==> config.mk <==
export PLATFORM = sky130hd
export DESIGN_NAME = mcop_div
export DESIGN_NICKNAME = d
export VERILOG_FILES = /design/src/hdl/monte_carlo_option_pricer_assert.svh /design/src/hdl/mcop_pkg.sv /design/src/hdl/mcop_div.sv
export SDC_FILE = /design/constraint.sdc
export NUM_CORES = 1
export LEC_CHECK = 0
export ABC_AREA = 1
export BUFFER_PORTS_ARGS = -buffer_cell sky130_fd_sc_hd__buf_4
export CORE_ASPECT_RATIO = 1.25
export CORE_MARGIN = 2
export CORE_UTILIZATION = 45
export DETAILED_ROUTE_END_ITERATION = 8
export PLACE_DENSITY = 0.83
export SLEW_MARGIN = 15
export SYNTH_ARGS = -nofsm -noshare
export SYNTH_HDL_FRONTEND = slang
export SYNTH_SLANG_ARGS = --single-unit
==> constraint.sdc <==
create_clock -name clk -period 2.9 [get_ports clk]
set_input_delay 0.58 -clock clk [delete_from_list [all_inputs] [get_ports clk]]
set_output_delay 0.58 -clock clk [all_outputs]
set_load 0.05 [all_outputs]
==> src/hdl/monte_carlo_option_pricer_assert.svh <==
// Assertion macros for the option pricer
`ifndef MONTE_CARLO_OPTION_PRICER_ASSERT_SVH
`define MONTE_CARLO_OPTION_PRICER_ASSERT_SVH
// same-cycle implication, sampled on clk, off during reset
`define MCOP_ASSERT_NOW(lbl, ante, cons, msg) \
  lbl: assert property (@(posedge clk) disable iff (!rst_n) (ante) |-> (cons)) else $error(msg);
// next-cycle implication, sampled on clk, off during reset
`define MCOP_ASSERT_NEXT(lbl, ante, cons, msg) \
  lbl: assert property (@(posedge clk) disable iff (!rst_n) (ante) |=> (cons)) else $error(msg);
`endif

==> src/hdl/mcop_pkg.sv <==
// Shared types and constants of the option pricer
package mcop_pkg;

  localparam logic [29:0] LN2_Q30   = 30'd744261118;
  localparam logic [30:0] ONE_Q30   = 31'h4000_0000;
  localparam logic [3:0]  EXP_TERMS = 4'd12;

  localparam logic [3:0] CFG_START   = 4'd0;
  localparam logic [3:0] CFG_STRIKE  = 4'd1;
  localparam logic [3:0] CFG_DRIFT   = 4'd2;
  localparam logic [3:0] CFG_VOL     = 4'd3;
  localparam logic [3:0] CFG_DISC    = 4'd4;
  localparam logic [3:0] CFG_STEPS   = 4'd5;
  localparam logic [3:0] CFG_PATHS   = 4'd6;
  localparam logic [3:0] CFG_PUT     = 4'd7;

  typedef enum logic [4:0] {
    ST_IDLE, ST_XMUL, ST_XADD, ST_KDIV, ST_KFIN, ST_TMUL, ST_TDIV, ST_TQ,
    ST_PMUL, ST_PSH, ST_PAY, ST_PACC, ST_AVG, ST_SQ, ST_MEAN, ST_M2,
    ST_MSQ, ST_VDIV, ST_SQRT, ST_OUT
  } st_t;

  typedef struct packed {
    logic busy;
    logic done;
  } div_sts_t;

  // ceil(2^33 / i), exact floor division of values below 2^30 after >> 33
  function automatic logic [31:0] recip(input logic [3:0] i);
    logic [31:0] m;
    case (i)
      4'd3:    m = 32'd2863311531;
      4'd4:    m = 32'd2147483648;
      4'd5:    m = 32'd1717986919;
      4'd6:    m = 32'd1431655766;
      4'd7:    m = 32'd1227133514;
      4'd8:    m = 32'd1073741824;
      4'd9:    m = 32'd954437177;
      4'd10:   m = 32'd858993460;
      4'd11:   m = 32'd780903145;
      4'd12:   m = 32'd715827883;
      default: m = 32'd0;
    endcase
    return m;
  endfunction

endpackage

==> src/hdl/mcop_div.sv <==
// Radix-2 restoring divider, 64-bit dividend by 16-bit divisor
module mcop_div (
  input  logic                clk,
  input  logic                rst_n,
  input  logic                start,
  input  logic [63:0]         dividend,
  input  logic [15:0]         divisor,
  output mcop_pkg::div_sts_t  sts,
  output logic [63:0]         quotient
);

  logic [63:0] dvd_r, dvd_nxt;
  logic [15:0] rem_r, rem_nxt;
  logic [15:0] dvs_r, dvs_nxt;
  logic [5:0]  cnt_r, cnt_nxt;
  logic        busy_r, busy_nxt;
  logic        done_r, done_nxt;
  logic [16:0] rem_sh;

  always_comb begin
    dvd_nxt  = dvd_r;
    rem_nxt  = rem_r;
    dvs_nxt  = dvs_r;
    cnt_nxt  = cnt_r;
    busy_nxt = busy_r;
    done_nxt = 1'b0;
    rem_sh   = {rem_r, dvd_r[63]};
    if (start) begin
      dvd_nxt  = dividend;
      rem_nxt  = '0;
      dvs_nxt  = divisor;
      cnt_nxt  = '0;
      busy_nxt = 1'b1;
    end else if (busy_r) begin
      if (rem_sh >= {1'b0, dvs_r}) begin
        rem_nxt = 16'(rem_sh - {1'b0, dvs_r});
        dvd_nxt = {dvd_r[62:0], 1'b1};
      end else begin
        rem_nxt = rem_sh[15:0];
        dvd_nxt = {dvd_r[62:0], 1'b0};
      end
      cnt_nxt = 6'(cnt_r + 6'd1);
      if (cnt_r == 6'd63) begin
        busy_nxt = 1'b0;
        done_nxt = 1'b1;
      end
    end
  end

  always_ff @(posedge clk) begin
    if (!rst_n) begin
      busy_r <= 1'b0;
      done_r <= 1'b0;
      cnt_r  <= '0;
    end else begin
      busy_r <= busy_nxt;
      done_r <= done_nxt;
      cnt_r  <= cnt_nxt;
    end
  end

  always_ff @(posedge clk) begin
    dvd_r <= dvd_nxt;
    rem_r <= rem_nxt;
    dvs_r <= dvs_nxt;
  end

  assign sts.busy = busy_r;
  assign sts.done = done_r;
  assign quotient = dvd_r;

endmodule

==> out/qor.yml, run 1 <==
outcome: "finished clean"
cp_cell_sequence: "ha_1 > a21oi_1 > a21oi_2 > nor2_4 > nand2_4 > nand2_1 > nand3_1 > o21ai_0"
grt_pass1_vias: 4542
antenna_left: 0
async_flop_share_pct: 0
cts_resized: 0
core_area_um2: 11700
setup-violations-final: 0
worst-path-buf-inv: 0
die-height_um: 126
met1_usage_pct: 26.3
synth-main-ff-cell: "edfxtp_1"
critical_path.top_delay_family: "simple AND/OR/NAND/NOR gates"
grt_overflow: 0
n_antenna_cell: 0
fin_crit_ps: 2080
syn_area_um2: 5380
slowest_stage: "nor2_4"
io_pins: 149
post_cts_buffers: 0
netlist_instances: 656
num_rows: 44
cp-start-kind: "flip-flop"
vias: 4639
seq_area_frac_synth_pct: 53.6
cp.arrival_ps: 2350
clockBufferDepth: 2
synth_nets: 757
place_inst: 948
postCtsHoldBufs: 0
clock_skew_ps: 10.9
final.period_utilization_pct: 71.9
finalHoldViolCount: 0
clock_sinks: 104
fin_util_pct: 59.6
synth_top_area_share_pct: 44.6
max_cap_violations: 0
root_buffer: "clkbuf_16"
insertion_delay_ps: 340
reg2reg_slack_ps: 820
synthTopCellsByArea: "edfxtp_1 (45%), nand2_1 (22%), dfxtp_1 (8.9%)"
area_delta_synth_final_pct: 29.1
hold_ws_ps: 413
synth_edf_count: 80
grt.met2_usage_pct: 35.1
antenna_found_initial: 0
syn_area_per_cell_um2: 8.21
firstDrtPassIters: 5
max-vdd-ir-drop_mv: 0.372
dp_slack_ps: 560
holdCritPathClass: "in -> reg"
required_ps: 3160
grt_max_degree: 69
synth_seq_cells: 104
io_buffers: 148
end_kind: "flip-flop"
slew_headroom_pct: 29.2
clkTransAtPathRegs_ps: 70
start_util_pct: 46.1
wire_per_inst_um: 13.5
drt_wl_total_um: 13000
drc: 0
max_freq_mhz: 480
post-dp-hpwl_um: 9610
gp_congestion: 0.914
final_cells: 964
powerDensity_nw_per_um2: 569
die_area_um2: 12900
synth.distinct_cells: 35
fin_ws_ps: 816
die_w_um: 102
slew_viol_final: 0
cp_max_fo: 18
grt-busiest-layer: "met2"
grt_pass1_wl_um: 21300
finalNetCount: 899
power.leakage_nw: 3.52
cts_tree: "done"
cts_max_level: 3
yosysTopAreaCell: "edfxtp_1"
cpPeakStageDelay_ps: 380
tns_ps: 0
tightest_slew_ps: 1060
first_iter_violations: 195
path_class: "reg -> reg"
cts_buffers: 9
viasPerCell: 4.81
met3_usage_pct: 5.27
grt_usage_pct: 21.0
ys.warnings.count: 0
drive_above_1_share_pct: 22.7
rsz0062_at_grt: "false"
synthTopCellsByCount: "nand2_1 (315), edfxtp_1 (80), inv_1 (75)"
yosysMostFrequentCell: "nand2_1"
-- area by class of cell --
| cell class | count | area, um2 |
|---|---|---|
| tap | 161 | 201 |
| multi-input combinational | 456 | 2120 |
| clock buffer | 13 | 280 |
| sequential | 104 | 2880 |
| inverter | 75 | 282 |
| clock inverter | 3 | 47.5 |
| fill | 1097 | 4720 |
| timing repair buffer | 152 | 1140 |
-- registers in the layout, summed over array words and instances (netlist names) --
signal and cells:
cnt_r 6, rem_r 16, done_r 1, busy_r 1, quotient 64, dvs_r 16
-- path summary, 6_finish.rpt --
| check | startpoint | endpoint | cells after the start |
|---|---|---|---|
| worst min-delay path | divisor[2] | dvs_r[2]$_DFFE_PP_ | 1 |
| worst max register to register | rem_r[11]$_SDFFE_PP0P_ | rem_r[1]$_SDFFE_PP0P_ | 8 |
| worst max-delay path | rem_r[11]$_SDFFE_PP0P_ | rem_r[1]$_SDFFE_PP0P_ | 8 |
| worst min register to register | rem_r[14]$_SDFFE_PP0P_ | rem_r[14]$_SDFFE_PP0P_ | 2 |
-- cell usage in the layout, fill, tap and decap left out, drive strengths merged, types with 2 or more instances in the layout --
master  count
nand2     318
dfxtp      24
xnor2       5
a21oi      10
nor3b       3
clkbuf     13
nand4       4
clkinv      2
o21bai      2
ha         17
nand3b      7
nor3        6
nand3      42
nor2       24
inv        75
buf       152
edfxtp     80
o21ai      11
-- where the power goes --
| part | switching, mW | total [mW] | leakage, nW | internal, mW |
|---|---|---|---|---|
| Clock | 0.522 | 1.29 | 0.162 | 0.767 |
| Combinational | 0.577 | 0.850 | 2.35 | 0.272 |
| Sequential | 0.0697 | 1.82 | 1.01 | 1.75 |
| Total | 1.17 | 3.96 | 3.52 | 2.79 |
-- stage by stage --
stage / total power, mW / cell area [um2]
after floorplan: 2.38 / 5380
after global placement: 2.69 / 6620
after detailed placement: 2.70 / 6620
after CTS: 3.98 / 6950
after global routing: 4.11 / 6950
final: 3.96 / 6950
-- metal layers --
metal | routed length, um | share of wire (%)
met1 | 5330 | 41
met2 | 6550 | 50
met3 | 848 | 6.5
met4 | 277 | 2.1
met5 | 0 | 0
-- logic make-up (layout without fill, tap and decap cells) --
kind of cell / after synthesis / after routing / share of synthesized area [%]
and+or+nand+nor: 407 / 407 / 31.3
DFF: 104 / 104 / 53.6
buffers and inverters: 96 / 243 / 7.14
AOI/OAI and AO/OA: 25 / 25 / 2.70
adders and majority gates: 18 / 18 / 4.32
xor gates and xnor gates: 6 / 6 / 0.976
(Power assumes the default switching activity.)
==> run 2, diff against run 1 <==
clock period = 1.9 ns   (was 2.9 ns; I/O delays follow)
==> run 2 against run 1 <==
Via count rose by 5.3%; global-route usage is 1.0 points higher; critical path depth rose by 4; critical path type unchanged; largest cell class unchanged.
==> out/qor.yml, run 2 (same netlist as run 1, synthesis figures left out) <==
holdCritPathClass: "in -> reg"  # unchanged
dp_slack_ps: 1.21  # was 560 ps
io_buffers: 148  # unchanged
max-vdd-ir-drop_mv: 0.558  # was 0.372 mV
tightest_slew_ps: 410  # was 1060 ps
max_freq_mhz: 530  # was 480 MHz
core_area_um2: 11700  # unchanged
grt.met2_usage_pct: 38.0  # was 35.1%
final.period_utilization_pct: 99.3  # was 71.9%
fin_util_pct: 63.8  # was 59.6%
cts_max_level: 3  # unchanged
outcome: "finished clean"  # unchanged
num_rows: 44  # unchanged
layout_common_cells: "nand2_1 (304), buf_4 (172), edfxtp_1 (80), inv_1 (67), nand3_1 (37)"  # was nand2_1 (315), buf_4 (152), edfxtp_1 (80), inv_1 (73), nand3_1 (40)
post-dp-hpwl_um: 10200  # was 9610 um
p_sw_mw: 1.85  # was 1.17 mW
met3_usage_pct: 5.66  # was 5.27%
cts_tree: "done"  # unchanged
rsz0062_at_grt: "true"  # was false
power.leakage_nw: 3.65  # was 3.52 nW
p_sw_share_pct: 31.3  # was 29.5%
clkTransAtPathRegs_ps: 70  # about the same
hold_ws_ps: 213  # was 413 ps
drive_above_1_share_pct: 30.4  # was 22.7%
final_common_cell: "nand2_1"  # unchanged
power_frac_clock_pct: 28.9  # was 32.6%
vias: 4886  # was 4639
pwr-share-seq_pct: 47.0  # was 45.9%
finalHoldViolCount: 0  # unchanged
drt_wl_total_um: 14200  # was 13000 um
n_antenna_cell: 0  # unchanged
fin_crit_ps: 1890  # was 2080 ps
internal_power_mw: 4.05  # was 2.79 mW
path_class: "reg -> reg"  # unchanged
insertion_delay_ps: 340  # about the same
fin_ws_ps: 13.1  # was 816 ps
drc: 0  # unchanged
max_cap_violations: 0  # unchanged
end_kind: "flip-flop"  # unchanged
postCtsHoldBufs: 0  # unchanged
finalNetCount: 926  # was 899
grt_pass1_wl_um: 22200  # was 21300 um
area_delta_synth_final_pct: 38.3  # was 29.1%
firstDrtPassIters: 5  # unchanged
powerDensity_nw_per_um2: 792  # was 569 nW/um2
antenna_left: 0  # unchanged
largest_reg_flops: 64  # unchanged
die_w_um: 102  # unchanged
cts_buffers: 9  # unchanged
comb_power_share_pct: 24.1  # was 21.5%
grt_max_degree: 52  # was 69
clockBufferDepth: 2  # unchanged
met1_usage_pct: 25.9  # was 26.3%
slew_headroom_pct: 72.7  # was 29.2%
cp_max_fo: 8  # was 18
clock_sinks: 104  # unchanged
die_area_um2: 12900  # unchanged
gp_congestion: 0.974  # was 0.914
first_iter_violations: 247  # was 195
grt_pass1_vias: 4791  # was 4542
power_mw: 5.89  # was 3.96 mW
grt_overflow: 0  # unchanged
die-height_um: 126  # unchanged
viasPerCell: 4.93  # was 4.81
cp.arrival_ps: 2110  # was 2350 ps
grt-busiest-layer: "met2"  # unchanged
io_pins: 149  # unchanged
setup-violations-final: 0  # unchanged
start_util_pct: 46.1  # unchanged
cp-start-kind: "flip-flop"  # unchanged
clock_skew_ps: 4.31  # was 10.9 ps
tns_ps: 0  # unchanged
wire_per_inst_um: 14.3  # was 13.5 um
required_ps: 2130  # was 3160 ps
slew_viol_final: 0  # unchanged
antenna_found_initial: 0  # unchanged
grt_usage_pct: 22.0  # was 21.0%
reg2reg_slack_ps: 10  # was 820 ps
root_buffer: "clkbuf_16"  # unchanged
## run 2: changes by cell type in the layout (fill, tap and decap cells not counted), sizes merged
| cell | change |
|---|---|
| buf | +26 |
| clkbuf | -4 |
| clkinv | +2 |
| inv | +2 |
| bufinv | -1 |
| clkinvlp | +1 |
| nand2 | +1 |
## run 2: critical path: stages (launching register included)
cell,delay (ps)
edfxtp_1,320
inv_1,60
ha_4,290
inv_1,70
nor2_4,100
nand3_1,140
nor2_2,190
nand2_4,100
buf_4,140
nand2_2,140
nand2_1,70
nand3_1,80
nand2_1,70
## run 2: routing by layer
metal,wire length (um),vias to the layer above
met2,7320,191
met4,345,0
li1,-,2425
met1,5500,2243
met3,1030,27
met5,0,-
## run 2: timing repair
action,4_1_cts,5_1_grt
buffers inserted,1,7
pin swaps,2,18
setup endpoints to repair,3,16
gates cloned,1,0
resized for setup,4,56
## run 2: final timing paths
| kind | startpoint | endpoint | cells after the start |
|---|---|---|---|
| min reg2reg | rem_r[12]$_SDFFE_PP0P_ | rem_r[12]$_SDFFE_PP0P_ | 2 |
| max | dvs_r[15]$_DFFE_PP_ | rem_r[8]$_SDFFE_PP0P_ | 12 |
| max reg2reg | dvs_r[15]$_DFFE_PP_ | rem_r[8]$_SDFFE_PP0P_ | 12 |
| min | divisor[9] | dvs_r[9]$_DFFE_PP_ | 1 |
## run 2: area by class of cell
class	instances	area (um2)
tap	161	201
multi-input combinational	457	2420
clock buffer	9	225
fill	990	4230
timing repair buffer	178	1390
clock inverter	7	46.3
sequential	104	2890
inverter	75	282
## run 2: per-stage QoR
step | area, um2 | instances
global route | 7440 | 991
floorplan | 5410 | 656
finish | 7440 | 991
global placement | 6800 | 966
detailed placement | 6800 | 966
CTS | 7120 | 984
## run 2: power groups by stage
stage | logic [mW] | clock network [mW] | registers [mW]
after floorplan | 0.354 | 0 | 3.29
after global placement | 1.34 | 0 | 2.81
after detailed placement | 1.35 | 0 | 2.81
after CTS | 1.36 | 1.74 | 2.77
after global routing | 1.52 | 1.84 | 2.79
final | 1.42 | 1.70 | 2.77
